File: src/rtl/r2a_pkg.sv
// ----------------------------------------------------------------------------
// r2a_pkg
// Shared types, widths and helpers for the radix to ASCII digit converter.
// ----------------------------------------------------------------------------
package r2a_pkg;

  localparam int VALUE_W      = 31;  // width of the number to convert
  localparam int RADIX_W      = 6;   // width of the radix register
  localparam int DIGIT_W      = 6;   // width of one stored digit value
  localparam int CHAR_W       = 7;   // width of one ASCII digit
  localparam int STEP_W       = 5;   // counts the divider's quotient bits
  localparam int RESULT_LIMIT = 31;  // most digits sent for one number

  localparam logic [RADIX_W-1:0] RADIX_RESET = 6'd10;
  localparam logic [RADIX_W-1:0] RADIX_MIN   = 6'd2;
  localparam logic [RADIX_W-1:0] RADIX_MAX   = 6'd36;

  localparam logic [CHAR_W-1:0]  CHAR_ZERO   = 7'd48;  // '0'
  localparam logic [CHAR_W-1:0]  CHAR_A      = 7'd65;  // 'A'
  localparam logic [DIGIT_W-1:0] DIGIT_TEN   = 6'd10;

  // Request to the shared divider
  typedef struct packed {
    logic                 start;
    logic [VALUE_W-1:0]   dividend;
    logic [RADIX_W-1:0]   divisor;
  } div_req_t;

  // Result from the shared divider
  typedef struct packed {
    logic                 done;
    logic [VALUE_W-1:0]   quot;
    logic [DIGIT_W-1:0]   rem;
  } div_rsp_t;

  // Clamp the radix register into the range 2 to 36
  function automatic logic [RADIX_W-1:0] clamp_radix(input logic [RADIX_W-1:0] r);
    logic [RADIX_W-1:0] res;
    res = r;
    if (r < RADIX_MIN) begin
      res = RADIX_MIN;
    end else if (r > RADIX_MAX) begin
      res = RADIX_MAX;
    end
    return res;
  endfunction

  // Map a digit value to its ASCII character
  function automatic logic [CHAR_W-1:0] digit_to_ascii(input logic [DIGIT_W-1:0] d);
    logic [CHAR_W-1:0] res;
    if (d < DIGIT_TEN) begin
      res = CHAR_ZERO + {1'b0, d};
    end else begin
      res = CHAR_A + {1'b0, d - DIGIT_TEN};
    end
    return res;
  endfunction

endpackage

File: src/rtl/r2a_div.sv
// ----------------------------------------------------------------------------
// r2a_div
// Restoring divider, one quotient bit per cycle, for a 31-bit dividend and a
// radix divisor. Pulses done with quotient and remainder after 31 steps.
// ----------------------------------------------------------------------------
module r2a_div
  import r2a_pkg::*;
(
  input  logic     clk,
  input  logic     rst,
  input  div_req_t req,
  output div_rsp_t rsp
);

  logic                busy;
  logic                done;
  logic [STEP_W-1:0]   cnt;
  logic [VALUE_W-1:0]  quot;
  logic [DIGIT_W-1:0]  rem;
  logic [RADIX_W-1:0]  dvs;

  logic [DIGIT_W:0]    trial;
  logic [DIGIT_W:0]    diff;
  logic                fits;

  // Bring down the next dividend bit and try one subtraction
  always_comb begin
    trial = {rem, quot[VALUE_W-1]};
    diff  = trial - {1'b0, dvs};
    fits  = (trial >= {1'b0, dvs});
  end

  // Control: step count and completion pulse
  always_ff @(posedge clk) begin
    if (rst) begin
      busy <= 1'b0;
      done <= 1'b0;
      cnt  <= '0;
    end else begin
      done <= 1'b0;
      if (req.start) begin
        busy <= 1'b1;
        cnt  <= '0;
      end else if (busy) begin
        cnt <= cnt + 1'b1;
        if (cnt == STEP_W'(VALUE_W - 1)) begin
          busy <= 1'b0;
          done <= 1'b1;
        end
      end
    end
  end

  // Datapath: shift quotient bits in, keep the partial remainder
  always_ff @(posedge clk) begin
    if (req.start) begin
      quot <= req.dividend;
      rem  <= '0;
      dvs  <= req.divisor;
    end else if (busy) begin
      quot <= {quot[VALUE_W-2:0], fits};
      rem  <= fits ? diff[DIGIT_W-1:0] : trial[DIGIT_W-1:0];
    end
  end

  assign rsp.done = done;
  assign rsp.quot = quot;
  assign rsp.rem  = rem;

endmodule

File: src/rtl/r2a_digit_buf.sv
// ----------------------------------------------------------------------------
// r2a_digit_buf
// Digit store: one write port, one registered read port.
// ----------------------------------------------------------------------------
module r2a_digit_buf
  import r2a_pkg::*;
#(
  parameter int DEPTH = 32
) (
  input  logic                     clk,
  input  logic                     wr_en,
  input  logic [$clog2(DEPTH)-1:0] wr_addr,
  input  logic [DIGIT_W-1:0]       wr_data,
  input  logic                     rd_en,
  input  logic [$clog2(DEPTH)-1:0] rd_addr,
  output logic [DIGIT_W-1:0]       rd_data
);

  logic [DIGIT_W-1:0] mem [DEPTH];

  // Write one remainder
  always_ff @(posedge clk) begin
    if (wr_en) begin
      mem[wr_addr] <= wr_data;
    end
  end

  // Read one digit, data valid the next cycle
  always_ff @(posedge clk) begin
    if (rd_en) begin
      rd_data <= mem[rd_addr];
    end
  end

endmodule

File: src/rtl/radix_to_ascii_digits_unit.sv
// ----------------------------------------------------------------------------
// radix_to_ascii_digits_unit
// Converts a 31-bit number to ASCII digits in a configurable radix.
// ----------------------------------------------------------------------------
// Usage:
//   cfg_valid/cfg_ready/cfg_data write the radix (6 bits). Values below 2
//   act as 2, values above 36 act as 36. Write it only while the unit idles.
//   s_axis carries one number per transfer in tdata[30:0]; s_axis_tready is
//   high only while the unit idles.
//   m_axis returns the digits most significant first, one per transfer, as
//   ASCII '0'-'9' and 'A'-'Z' in tdata[6:0]; tlast marks the final digit.
//   A zero input produces no output transfers.
// Flow:
//   Each digit costs one pass of the shared bit-serial divider over all 31
//   quotient bits. Output reads each digit from the buffer, then transfers
//   it. The next number is taken after the last digit transfer.
// Reset and stall:
//   rst (synchronous) sets the radix to 10 and returns the unit to idle.
//   A stalled receiver holds the current digit; the unit waits meanwhile.
// ----------------------------------------------------------------------------
module radix_to_ascii_digits_unit
  import r2a_pkg::*;
#(
  parameter int MAX_DIGITS = 32
) (
  input  logic        clk,
  input  logic        rst,
  // Configuration write channel
  input  logic        cfg_valid,
  output logic        cfg_ready,
  input  logic [5:0]  cfg_data,      // [5:0] radix
  // Input stream
  input  logic        s_axis_tvalid,
  output logic        s_axis_tready,
  input  logic [31:0] s_axis_tdata,  // [30:0] value, [31] zero fill
  // Output stream
  output logic        m_axis_tvalid,
  input  logic        m_axis_tready,
  output logic [7:0]  m_axis_tdata,  // [6:0] digit_char, [7] zero fill
  output logic        m_axis_tlast   // last_digit
);

  localparam int IDX_W = $clog2(MAX_DIGITS);
  localparam int CNT_W = $clog2(MAX_DIGITS + 1);

  localparam logic [1:0] ST_IDLE = 2'd0;
  localparam logic [1:0] ST_DIV  = 2'd1;
  localparam logic [1:0] ST_RD   = 2'd2;
  localparam logic [1:0] ST_OUT  = 2'd3;

  logic [1:0]          state;
  logic [1:0]          state_next;
  logic [RADIX_W-1:0]  radix;
  logic [CNT_W-1:0]    n;
  logic [CNT_W-1:0]    n_next;
  logic [IDX_W-1:0]    pos;
  logic [IDX_W-1:0]    pos_next;

  div_req_t            div_req;
  div_rsp_t            div_rsp;
  logic [DIGIT_W-1:0]  rd_data;
  logic [VALUE_W-1:0]  in_value;
  logic                in_xfer;
  logic                out_xfer;
  logic [CNT_W-1:0]    n_inc;
  logic                conv_end;

  assign in_value      = s_axis_tdata[VALUE_W-1:0];
  assign in_xfer       = s_axis_tvalid && s_axis_tready;
  assign out_xfer      = m_axis_tvalid && m_axis_tready;
  assign s_axis_tready = (state == ST_IDLE);
  assign cfg_ready     = 1'b1;

  // Stop dividing once the quotient is zero or the buffer is full
  assign n_inc    = n + 1'b1;
  assign conv_end = (div_rsp.quot == '0) || (n_inc == CNT_W'(MAX_DIGITS));

  // Hold the radix register
  always_ff @(posedge clk) begin
    if (rst) begin
      radix <= RADIX_RESET;
    end else if (cfg_valid && cfg_ready) begin
      radix <= cfg_data;
    end
  end

  // Launch a division for a new number or for the last quotient
  always_comb begin
    div_req.divisor  = clamp_radix(radix);
    div_req.dividend = (state == ST_IDLE) ? in_value : div_rsp.quot;
    div_req.start    = ((state == ST_IDLE) && in_xfer && (in_value != '0)) ||
                       ((state == ST_DIV) && div_rsp.done && !conv_end);
  end

  r2a_div u_div (
    .clk (clk),
    .rst (rst),
    .req (div_req),
    .rsp (div_rsp)
  );

  r2a_digit_buf #(
    .DEPTH (MAX_DIGITS)
  ) u_buf (
    .clk     (clk),
    .wr_en   ((state == ST_DIV) && div_rsp.done),
    .wr_addr (n[IDX_W-1:0]),
    .wr_data (div_rsp.rem),
    .rd_en   (state == ST_RD),
    .rd_addr (pos),
    .rd_data (rd_data)
  );

  // Sequencer: divide, then read digits back from the top
  always_comb begin
    state_next = state;
    n_next     = n;
    pos_next   = pos;
    case (state)
      ST_IDLE: begin
        if (in_xfer && (in_value != '0)) begin
          n_next     = '0;
          state_next = ST_DIV;
        end
      end
      ST_DIV: begin
        if (div_rsp.done) begin
          n_next = n_inc;
          if (conv_end) begin
            if (32'(n_inc) > RESULT_LIMIT) begin
              pos_next = IDX_W'(RESULT_LIMIT - 1);
            end else begin
              pos_next = IDX_W'(n);
            end
            state_next = ST_RD;
          end
        end
      end
      ST_RD: begin
        state_next = ST_OUT;
      end
      ST_OUT: begin
        if (out_xfer) begin
          if (pos == '0) begin
            state_next = ST_IDLE;
          end else begin
            pos_next   = pos - 1'b1;
            state_next = ST_RD;
          end
        end
      end
      default: begin
        state_next = ST_IDLE;
      end
    endcase
  end

  // Advance control state
  always_ff @(posedge clk) begin
    if (rst) begin
      state <= ST_IDLE;
      n     <= '0;
    end else begin
      state <= state_next;
      n     <= n_next;
    end
  end

  always_ff @(posedge clk) begin
    pos <= pos_next;
  end

  // Drive the output digit
  assign m_axis_tvalid = (state == ST_OUT);
  assign m_axis_tdata  = {1'b0, digit_to_ascii(rd_data)};
  assign m_axis_tlast  = (pos == '0);

endmodule

File: config.mk
export PLATFORM = sky130hd
export DESIGN_NAME = radix_to_ascii_digits_unit
export DESIGN_NICKNAME = d
export VERILOG_FILES = /design/src/rtl/r2a_pkg.sv /design/src/rtl/r2a_div.sv /design/src/rtl/r2a_digit_buf.sv /design/src/rtl/radix_to_ascii_digits_unit.sv
export SDC_FILE = /design/constraint.sdc
export NUM_CORES = 1
export LEC_CHECK = 0
export BUFFER_PORTS_ARGS = -buffer_cell sky130_fd_sc_hd__buf_2
export CAP_MARGIN = 20
export CORE_ASPECT_RATIO = 1.25
export CORE_UTILIZATION = 44
export CTS_CLUSTER_SIZE = 30
export DETAILED_ROUTE_END_ITERATION = 12
export GPL_ROUTABILITY_DRIVEN = 0
export PLACE_DENSITY = 0.56
export SKIP_LAST_GASP = 1
export SYNTH_ARGS = -nofsm -noshare
export SYNTH_HDL_FRONTEND = slang
export SYNTH_SLANG_ARGS = --single-unit
File: constraint.sdc
create_clock -name clk -period 4.5 [get_ports clk]
set_input_delay 0.225 -clock clk [delete_from_list [all_inputs] [get_ports clk]]
set_output_delay 0.225 -clock clk [all_outputs]
set_load 0.1 [all_outputs]
# --- Yosys cells after proc, flatten, opt, wreduce, memory -nomap -nowiden ---
# Memory sizes are Yosys's and may differ from the RTL's. A register that Yosys moved wholly into a read port is not among the register bits.
# Cells that the tools add are included.
word_totals:
  regBits: 69
  mem_bits_rw: 192
  input_bits: 43
  output_inout_bits: 12
  n_memories: 1
mem_list:
  columns: ["memory", "depth", "width", "rd", "rd_clocked_by_memory_dff", "wr", "line", "source"]
  rows:
  - ["u_buf.mem", 32, 6, 1, 1, 1, "r2a_digit_buf.sv:19", "logic [DIGIT_W-1:0] mem [DEPTH];"]
classes:
  addsub: 7
  order_cmp: 5
  n_eq_ne: 11
  n_mux: 27
  bitwise: 1
  reduce_logical: 24
ops:
  columns: ["op", "n"]
  rows:
  - ["31-bit two-way mux", 3]
  - ["31-bit zero test", 1]
  - ["31-bit nonzero test", 1]
  - ["5-bit two-way mux", 5]
  - ["6-bit two-way mux", 4]
  - ["6-bit one-hot mux with 2 select lines", 1]
  - ["2-bit two-way mux", 5]
  - ["5-bit one-hot mux with 2 select lines", 1]
  - ["2-bit one-hot mux with 4 select lines", 1]
  - ["6-bit by 6-bit adder with 7-bit output (first input constant)", 1]
  - ["7-bit by 6-bit adder with 7-bit output (first input constant)", 1]
  - ["7-bit by 6-bit >= comparator with 1-bit output", 1]
  - ["1-bit logical AND", 7]
  - ["7-bit two-way mux", 1]
  - ["6-bit by 1-bit adder with 6-bit output (second input constant)", 1]
  - ["6-bit equality test (second input constant)", 1]
  - ["6-bit by 5-bit > comparator with 1-bit output (second input constant)", 1]
  - ["6-bit > comparator (second input constant)", 1]
  - ["6-bit by 2-bit less-than comparator with 1-bit output (second input constant)", 1]
  - ["6-bit by 4-bit less-than comparator with 1-bit output (second input constant)", 1]
  - ["1-bit two-way mux", 6]
  - ["2-bit by 1-bit inequality test with 1-bit output (second input constant)", 3]
  - ["2-bit inequality test (second input constant)", 3]
  - ["2-bit nonzero test", 3]
  - ["18 further kinds", 21]

# --- Logic depth before layout (Yosys ltp) ---
# Gate-level depths: netlist of run 1.
depth:
  ltp_word: 8
  depth_mapped: 8
  depth_no_buf: 8

# --- By module ---
# Synthesis of run 1 repeated with hierarchy kept, for this count alone.
unflattened:
  hier_cells: 717
  area_unflattened_um2: 11858.9
by_module_without_submodules:
  columns: ["module", "instances", "cells_each", "area_per_inst_um2"]
  rows:
  - ["r2a_digit_buf", 1, 323, 7649.8]
  - ["r2a_div", 1, 176, 2352.3]
  - ["radix_to_ascii_digits_unit", 1, 218, 1856.8]

# --- Worst setup path before layout of run 1 ---
# No wires, ideal clock.
synth_path:
  kind: "reg2reg"
  startpoint: "reg pos[0]"
  endpoint: "reg pos[0], enable pin"
  setup_ns: 0.499
  arrival_ns: 5.273
  required_time_ns: 4.001
  path_slack_ns: -1.272
  path_stages_with_launch: 8
  n_path_buf: 3
  synth_period_minus_slack_ns: 5.772
  cell_sequence: "edfxtp_1 buf_2 buf_4 buf_4 inv_1 ha_1 nor4b_1 o21ai_0"
synth_between:
  elab_chain_len: 3
synth_lines:
  columns: ["element", "line", "source"]
  rows:
  - ["from (decl)", "radix_to_ascii_digits_unit.sv:56", "logic [IDX_W-1:0] pos;"]
  - ["from (signal assigned)", "radix_to_ascii_digits_unit.sv:170", "pos <= pos_next;"]
  - ["5-bit zero test", null, null]
  - ["net m_axis_tlast", "radix_to_ascii_digits_unit.sv:40", "output logic m_axis_tlast"]
  - ["2-bit inequality test (no line)", null, null]
  - ["5-bit AND reduction (no line)", null, null]
# The timed path passes the listed nets, and every way through them passes these cells.
# A chain may end at the register's enable or synchronous reset.

# --- Final worst setup path of run 1 ---
layout_path:
  startpoint: "reg u_buf.rd_data[1], read port of u_buf.mem"
  endpoint: "out m_axis_tdata[4]"
layout_between:
  elab_chain_len: 3
layout_lines:
  columns: ["element", "line", "source"]
  rows:
  - ["from (decl)", "r2a_digit_buf.sv:16", "output logic [DIGIT_W-1:0] rd_data"]
  - ["6-bit by 4-bit subtractor with 6-bit output", "r2a_pkg.sv:54", "res = CHAR_A + {1'b0, d - DIGIT_TEN};"]
  - ["7-bit by 6-bit adder with 7-bit output", "r2a_pkg.sv:54", null]
  - ["7-bit two-way mux (*)", "r2a_pkg.sv:51", "if (d < DIGIT_TEN) begin"]
  - ["to (decl)", "radix_to_ascii_digits_unit.sv:39", "output logic [7:0] m_axis_tdata,"]
# Mark *: on every way between the ends. The rest lies on a longest branch, timed or not.

==> out/metrics.yaml, run 1 <==
clock_tree:
  clock_latency_ns: 0.53
  clkTransAtPathRegs_ns: 0.07
  htreeDepth: 1
  cts_sinks: 267
  tritoncts: "yes"
  clockBufferDepth: 3
  post-cts-setup-buffers: 0
  cts_root_buf: "clkbuf_16"
  cts-buffers-inserted: 26
timing:
  rsz0062_at_grt: "no"
  tns_ns: 0
  fmax_ghz: 0.346
  whs_ns: 0.0223
  relSlewSlack_pct: 45.6
  hold_viol: 0
  slew_violations: 0
  fin_crit_sh_pct: 64.3
  period_minus_slack_ns: 2.89
  tightest_slew_ns: 0.808
  fin_ws_ns: 1.61
  fin_skew_ns: 0.0119
  finalSetupViolCount: 0
final_layout:
  drive_above_1_share_pct: 25.2
  nNetsFinal: 836
  layout_common_cells: "240 x edfxtp_1, 51 x buf_2, 48 x mux4_2, 48 x nor2_1, 30 x mux2i_1"
  area_delta_synth_final_pct: 14.3
  seq_area_mm2: 0.00775
  final_util_pct: 51.3
  fillers: 2173
  diodes: 0
  multi_input_area_mm2: 0.00364
  final_common_cell: "edfxtp_1"
  stdcell_count: 1134
synthesis:
  synth.top_cell.area_share_pct: 61.8
  avgSynthCellArea_um2: 16.5
  async_flop_share_pct: 0
  yosys_warnings: 0
  ys_ff_latch: 267
  synth_cell_types: 63
  syn-cell-area_mm2: 0.0117
  yosys.area.top_type: "edfxtp_1"
  netlist_top_cells_area: "edfxtp_1 62%, mux4_2 9.3%, dfxtp_1 4.6%"
  ys_seq_area_share_pct: 66.4
  syn_inst: 705
  synth_fp_nets: 767
  synth-edff-count: 240
  synth-main-ff-cell: "edfxtp_1"
global_routing:
  met1_usage_pct: 22.1
  busiest_layer: "met2"
  track_usage_pct: 18.1
  grt_max_degree: 48
  antenna_found_initial: 0
  grt_overflow: 0
  met2_usage_pct: 33.8
  grt_pass1_wl_mm: 37.8
  grt_pass1_vias: 6742
  gr-usage-met3_pct: 2.16
min_path:
  hold_class: "primary input to flip-flop"
  min_path_cells: 2
setup_path:
  cp_max_fo: 4
  reg2reg_depth: 5
  r2r_setup_slack_ns: 1.73
  crit_path_start_kind: "flip-flop"
  endpoint_kind: "output port"
  arrival_ns: 2.67
  critPathRequiredTime_ns: 4.28
  worstSetupPathType: "flip-flop to output port"
pwr:
  p_leak_nw: 4.59
  ir_worst_vdd_mv: 0.299
  power_density_mw_per_mm2: 427
die:
  num_io_pins: 55
  die_w_um: 148
  die_area_mm2: 0.0272
  core_mm2: 0.0260
  row_count: 66
  initial_core_util_pct: 44.8
  die_y_um: 184
route:
  via_per_inst: 5.49
  firstDrtPassIters: 5
  postRouteAntennaNets: 0
  drc: 0
  drt_first_iter_violations: 377
  wire_per_inst_um: 20.6
  wl_mm: 23.3
  vias: 6225
flow_run:
  maxCapViolations: 0
run_status:
  status: "completed"
placed_design:
  dp.cells: 1072
  place_ws_ns: 1.69
  port_buffers: 51
  hpwlAfterDp_mm: 15.4
[sequential cells by signal (all words and copies together), names as in the netlist]
signal,count
n,6
pos,5
radix,6
state,2
u_buf.mem,192
u_buf.rd_data,6
u_div.busy,1
u_div.cnt,5
u_div.done,1
u_div.dvs,6
u_div.quot,31
u_div.rem,6
[worst max-delay path, stage by stage (launching register included)]
cell	delay (ns)
edfxtp_1	0.40
inv_1	0.14
ha_1	0.24
xor2_1	0.10
nor3b_1	0.41
mux2i_1	0.27
xnor2_1	0.14
buf_2	0.44
[final cells by class]
class / count / area share [%]
Timing Repair Buffer: 77 / 3.64
Tap cell: 340 / 3.19
Multi-Input combinational cell: 381 / 27.3
Inverter: 21 / 0.591
Clock buffer: 30 / 5.23
Clock inverter: 18 / 1.93
Sequential cell: 267 / 58.1
[what timing repair did]
action	in CTS	in global routing
hold buffers	14	0
hold endpoints to repair	14	0
resized for setup	0	0
[synth_stat cells (6+ instances only)]
library cell / count
a21oi_1: 6
a221oi_1: 6
a22o_1: 6
a31oi_1: 6
buf_1: 6
buf_4: 6
clkbuf_1: 12
dfxtp_1: 27
edfxtp_1: 240
ha_1: 18
inv_1: 21
mux2_4: 29
mux2i_1: 30
mux4_2: 48
nand2_1: 25
nand3_1: 9
nand4_1: 7
nor2_1: 48
nor2b_1: 8
nor3_1: 11
nor4_1: 16
o21ai_0: 20
xnor2_1: 10
xor2_1: 8
[routing by layer]
layer	routed length (um)	up-vias
met4	427	0
li1	-	2916
met3	817	35
met5	0	-
met2	12700	137
met1	9380	3137
[cells by family (layout without fill, tap and decap cells)]
kind of cell | Yosys count | count (layout) | share of synthesized area [%]
and+or+nand+nor | 152 | 152 | 6.73
xor gates and xnor gates | 18 | 18 | 1.35
other | 2 | 2 | 0.0644
DFF | 267 | 267 | 66.4
AOI/OAI and AO/OA | 80 | 80 | 5.05
adders and majority gates | 20 | 20 | 2.19
buffers and inverters | 57 | 146 | 2.42
muxes | 109 | 109 | 15.8
[report_power, final]
part	total [mW]	internal, mW	switching [mW]
Sequential	2.90	2.86	0.0393
Combinational	0.420	0.156	0.264
Clock	2.38	1.46	0.923
[through the flow]
stage / total power [mW] / area [um2]
final: 5.70 / 13300
after floorplan: 3.21 / 11700
after global routing: 5.88 / 13300
after detailed placement: 3.36 / 12200
after CTS: 5.76 / 13300
after global placement: 3.34 / 12200
[final timing paths]
kind                     from               to
max reg2reg              n[2]   u_div.quot[30]
min           s_axis_tdata[1]    u_div.quot[1]
max          u_buf.rd_data[1]  m_axis_tdata[4]
min reg2reg          radix[0]         radix[0]
Note: power is estimated with default switching activity, not from simulation.
==> inputs of run 2 (changes only) <==
==> constraint.sdc (replaced) <==
create_clock -name clk -period 3 [get_ports clk]
set_input_delay 0.15 -clock clk [delete_from_list [all_inputs] [get_ports clk]]
set_output_delay 0.15 -clock clk [all_outputs]
set_load 0.1 [all_outputs]
==> out/metrics.yaml, run 2 (same netlist as run 1, synthesis figures left out) <==
run_status:
  status: "completed"
timing:
  fmax_ghz: 0.357
  slew_violations: 0
  hold_viol: 0
  tightest_slew_ns: 0.633
  period_minus_slack_ns: 2.80
  fin_crit_sh_pct: 93.3
  fin_skew_ns: 0.0141
  finalSetupViolCount: 0
  rsz0062_at_grt: "no"
  tns_ns: 0
  relSlewSlack_pct: 57.6
final_layout:
  seq_area_mm2: 0.00775
  layout_common_cells: "240 x edfxtp_1, 50 x buf_2, 48 x mux4_2, 47 x nor2_1, 40 x dlygate4sd3_1"
  fillers: 2119
  largestRegisters: "u_buf.mem x192, u_div.quot x31"
  final_common_cell: "edfxtp_1"
  regMostFlops: "u_buf.mem"
  multi_input_area_mm2: 0.00365
  drive_above_1_share_pct: 24.4
  design_area_mm2: 0.0135
  area_delta_synth_final_pct: 15.9
  diodes: 0
  largest_reg_flops: 192
  nNetsFinal: 867
  stdcell_count: 1165
  final_util_pct: 52.0
setup_path:
  cp_cell_sequence: "inv_1 > ha_1 > nor2b_1 > o21a_1 > o21ai_0 > o221ai_1 > a21oi_1 > buf_2"
  endpoint_kind: "output port"
  cp_max_fo: 4
  r2r_setup_slack_ns: 0.43
  arrival_ns: 2.65
  worstSetupPathType: "flip-flop to output port"
  reg2reg_from: "u_div.quot[7]"
  slowest_stage: "buf_2"
  critPathMaxStageDelay_ns: 0.44
  critPathRequiredTime_ns: 2.85
  reg2reg_depth: 6
  worst_r2r_endpoint: "u_div.cnt[1]"
  crit_path_start_kind: "flip-flop"
route:
  drc: 0
  vias: 6450
  wire_per_inst_um: 20.8
  via_per_inst: 5.54
  firstDrtPassIters: 4
  drt_first_iter_violations: 380
  postRouteAntennaNets: 0
  wl_mm: 24.2
global_routing:
  grt_pass1_wl_mm: 38.3
  track_usage_pct: 18.5
  grt_pass1_vias: 6969
  grt_max_degree: 36
  antenna_found_initial: 0
  grt_overflow: 0
clock_tree:
  clkTransAtPathRegs_ns: 0.07
  post-cts-setup-buffers: 0
  cts_sinks: 267
  htreeDepth: 1
  clockBufferDepth: 3
  tritoncts: "yes"
  cts-buffers-inserted: 26
  clock_latency_ns: 0.53
  cts_root_buf: "clkbuf_16"
die:
  die_y_um: 184
  die_area_mm2: 0.0272
  num_io_pins: 55
  die_w_um: 148
  initial_core_util_pct: 44.8
  core_mm2: 0.0260
  row_count: 66
pwr:
  fin_total_pwr_mw: 8.17
  p_leak_nw: 4.67
  power_density_mw_per_mm2: 604
  ir_worst_vdd_mv: 0.446
placed_design:
  dp.cells: 1077
  placed_area_mm2: 0.0123
  hpwlAfterDp_mm: 15.8
  port_buffers: 51
min_path:
  whs_endpoint: "radix[5]"
  hold_class: "primary input to flip-flop"
  hp-start: "cfg_valid"
  min_path_cells: 3
flow_run:
  maxCapViolations: 0
## run 2: power breakdown
part	switching [mW]	leakage [nW]	total (mW)	internal, mW
registers	0.0561	2.42	4.34	4.28
clock network	1.38	0.404	3.15	1.77
logic	0.415	1.84	0.673	0.258
## run 2: metrics by stage
stage               setup slack (ns)  hold WS (ns)
floorplan                     0.0293         0.260
global placement               0.466         0.358
detailed placement             0.451         0.362
CTS                            0.138       0.00499
global route                  0.0368        0.0437
finish                         0.201        0.0357
## run 2: critical path, delay by kind of cell (launching register included)
kind,cells,cell delay [ns]
compound gates,4,0.81
fa+ha+maj,1,0.23
buf+inv,2,0.58
flops,1,0.41
simple gates,1,0.08
## run 2: layer usage
| layer | share of wire [%] | global-route usage, % | up-vias | routed length (um) |
|---|---|---|---|---|
| met1 | 38 | 21.6 | 3263 | 9290 |
| li1 | - | - | 2987 | - |
| met5 | 0 | 0 | - | 0 |
| met3 | 4.1 | 2.13 | 48 | 992 |
| met4 | 2.2 | 4.91 | 0 | 520 |
| met2 | 55 | 35.7 | 152 | 13400 |
## run 2: area by class of cell
class / count / area share [%]
Tap cell: 340 / 3.15
Inverter: 21 / 0.583
Timing Repair Buffer: 108 / 5.81
Clock buffer: 30 / 5.23
Sequential cell: 267 / 57.3
Multi-Input combinational cell: 381 / 27.0
Clock inverter: 18 / 0.907
## run 2: repair_timing
item	4_1_cts	5_1_grt
resized for setup	0	1
endpoints found under the setup margin	0	1
hold endpoints to repair	39	0
hold buffers	40	0
## run 2: worst max path at each step
stage                           startpoint              end  slack, ns  cells after the start
final                     u_buf.rd_data[1]  m_axis_tdata[5]       0.20                      8
after global routing      u_buf.rd_data[1]  m_axis_tdata[5]       0.04                      8
after CTS                 u_buf.rd_data[1]  m_axis_tdata[4]       0.14                      7
after detailed placement    u_div.quot[30]     u_div.cnt[1]       0.45                      6
after global placement       u_div.quot[7]     u_div.rem[3]       0.47                      6
after floorplan           u_buf.rd_data[1]  m_axis_tdata[4]       0.03                      6
==> inputs of run 3 (changes only) <==
==> constraint.sdc (replaced) <==
create_clock -name clk -period 3.6 [get_ports clk]
set_input_delay 0.18 -clock clk [delete_from_list [all_inputs] [get_ports clk]]
set_output_delay 0.18 -clock clk [all_outputs]
set_load 0.1 [all_outputs]
==> out/metrics.yaml, run 3 (same netlist as run 1, synthesis figures left out) <==
min_path:
  hp-start: "cfg_valid"
  min_path_cells: 2
  whs_endpoint: "radix[3]"
  hold_class: "primary input to flip-flop"
clock_tree:
  tritoncts: "yes"
  cts_root_buf: "clkbuf_16"
  cts.repair.resized: 0
  cts-buffers-inserted: 26
  cts_sinks: 267
  clockBufferDepth: 3
  post-cts-setup-buffers: 0
  htreeDepth: 1
  hold_buffers: 38
  clock_latency_ns: 0.53
  clkTransAtPathRegs_ns: 0.06
global_routing:
  grt_max_degree: 48
  track_usage_pct: 18.1
  grt_pass1_wl_mm: 37.5
  grt_overflow: 0
  grt_pass1_vias: 6775
  antenna_found_initial: 0
route:
  wl_met1_mm: 9.54
  wl_met2_mm: 13.0
  postRouteAntennaNets: 0
  firstDrtPassIters: 5
  drt_first_iter_violations: 415
  wire_per_inst_um: 20.6
  wl_met3_um: 937
  vias: 6411
  drc: 0
  via_per_inst: 5.53
  top_signal_layer_used: "met4"
  wl_mm: 24.0
setup_path:
  critPathMaxStageDelay_ns: 0.46
  crit_path_start_kind: "flip-flop"
  cp.buffers_inverters: 2
  slowest_stage: "nor3b_1"
  worstSetupPathType: "flip-flop to output port"
  arrival_ns: 2.71
  cp_cell_sequence: "inv_1 > ha_1 > xor2_1 > nor3b_1 > mux2i_1 > xnor2_1 > buf_2"
  cp_top_family: "buffers and inverters"
  worst_r2r_endpoint: "u_div.quot[18]"
  endpoint_kind: "output port"
  critPathRequiredTime_ns: 3.42
  reg2reg_depth: 5
  reg2reg_from: "u_div.quot[7]"
  r2r_setup_slack_ns: 0.87
  cp_max_fo: 4
final_layout:
  largestRegisters: "u_buf.mem x192, u_div.quot x31"
  drive_above_1_share_pct: 23.4
  area_delta_synth_final_pct: 15.7
  final_common_cell: "edfxtp_1"
  layout_common_cells: "240 x edfxtp_1, 51 x buf_2, 48 x mux4_2, 48 x nor2_1, 38 x dlygate4sd3_1"
  regMostFlops: "u_buf.mem"
  diodes: 0
  fillers: 2083
  largest_reg_flops: 192
  nNetsFinal: 862
  stdcell_count: 1160
pwr:
  p_leak_nw: 4.66
  sw_frac_of_total_pct: 21.8
  ir_worst_vdd_mv: 0.375
  power_frac_seq_pct: 52.8
  share_comb_of_total_power_pct: 8.0
  power_density_mw_per_mm2: 508
  internal-power_mw: 5.36
  power_switching_mw: 1.50
  fin_total_pwr_mw: 6.86
  pwr-share-clk_pct: 39.2
die:
  core_mm2: 0.0260
  die_y_um: 184
  die_area_mm2: 0.0272
  initial_core_util_pct: 44.8
  die_w_um: 148
  row_count: 66
  num_io_pins: 55
timing:
  finalSetupViolCount: 0
  period_minus_slack_ns: 2.89
  fin_crit_sh_pct: 80.4
  fin_skew_ns: 0.0234
  relSlewSlack_pct: 45.0
  fmax_ghz: 0.346
  tns_ns: 0
  whs_ns: 0.0253
  tightest_slew_ns: 0.816
  rsz0062_at_grt: "no"
  hold_viol: 0
  slew_violations: 0
flow_run:
  maxCapViolations: 0
placed_design:
  port_buffers: 51
  dp.cells: 1074
  hpwlAfterDp_mm: 15.3
run_status:
  status: "completed"
-- run 3: how the worst max path moves through the flow --
stage	startpoint	endpoint	depth (start not counted)
final	u_buf.rd_data[1]	m_axis_tdata[4]	7
after global routing	u_buf.rd_data[1]	m_axis_tdata[4]	7
after CTS	u_buf.rd_data[1]	m_axis_tdata[4]	7
after detailed placement	n[2]	u_div.quot[0]	5
after global placement	n[2]	u_div.quot[0]	5
after floorplan	state[1]	u_div.quot[0]	3
-- run 3: layout make-up --
cell class	count	area, um2	area share (%)
flip-flops and latches	267	7750	57.4
inverters	21	78.8	0.584
clock inverters	18	158	1.17
well taps	340	425	3.15
repair buffers	103	741	5.49
clock buffers	30	687	5.09
multi-input cells	381	3650	27.1
-- run 3: per-layer routing --
metal,global-route usage [%],vias to the layer above
met5,0,-
met4,4.45,0
met3,2.33,32
met2,34.4,150
met1,21.5,3246
li1,-,2983
-- run 3: worst register-to-register path, delay by kind of cell, from the launching register on --
kind | cells | cell delay [ns]
DFF | 1 | 0.42
AOI/OAI and AO/OA | 1 | 0.39
and+or+nand+nor | 3 | 1.15
muxes | 1 | 0.50
-- run 3: stage by stage --
stage | util, % | setup slack (ns) | instance area, um2
2_1_floorplan | - | 0.0234 | 11700
3_3_place_gp | 47.1 | 0.956 | 12300
3_5_place_dp | 47.1 | 0.922 | 12300
4_1_cts | 51.9 | 0.716 | 13500
5_1_grt | 51.9 | 0.563 | 13500
6_report | 51.9 | 0.706 | 13500
-- run 3: power by group through the flow --
stage	registers (mW)	logic [mW]	clock network (mW)
4_1_cts	3.62	0.553	2.75
3_5_place_dp	3.69	0.521	0
2_1_floorplan	3.73	0.280	0
6_report	3.62	0.547	2.69
5_1_grt	3.63	0.599	2.86
3_3_place_gp	3.68	0.498	0
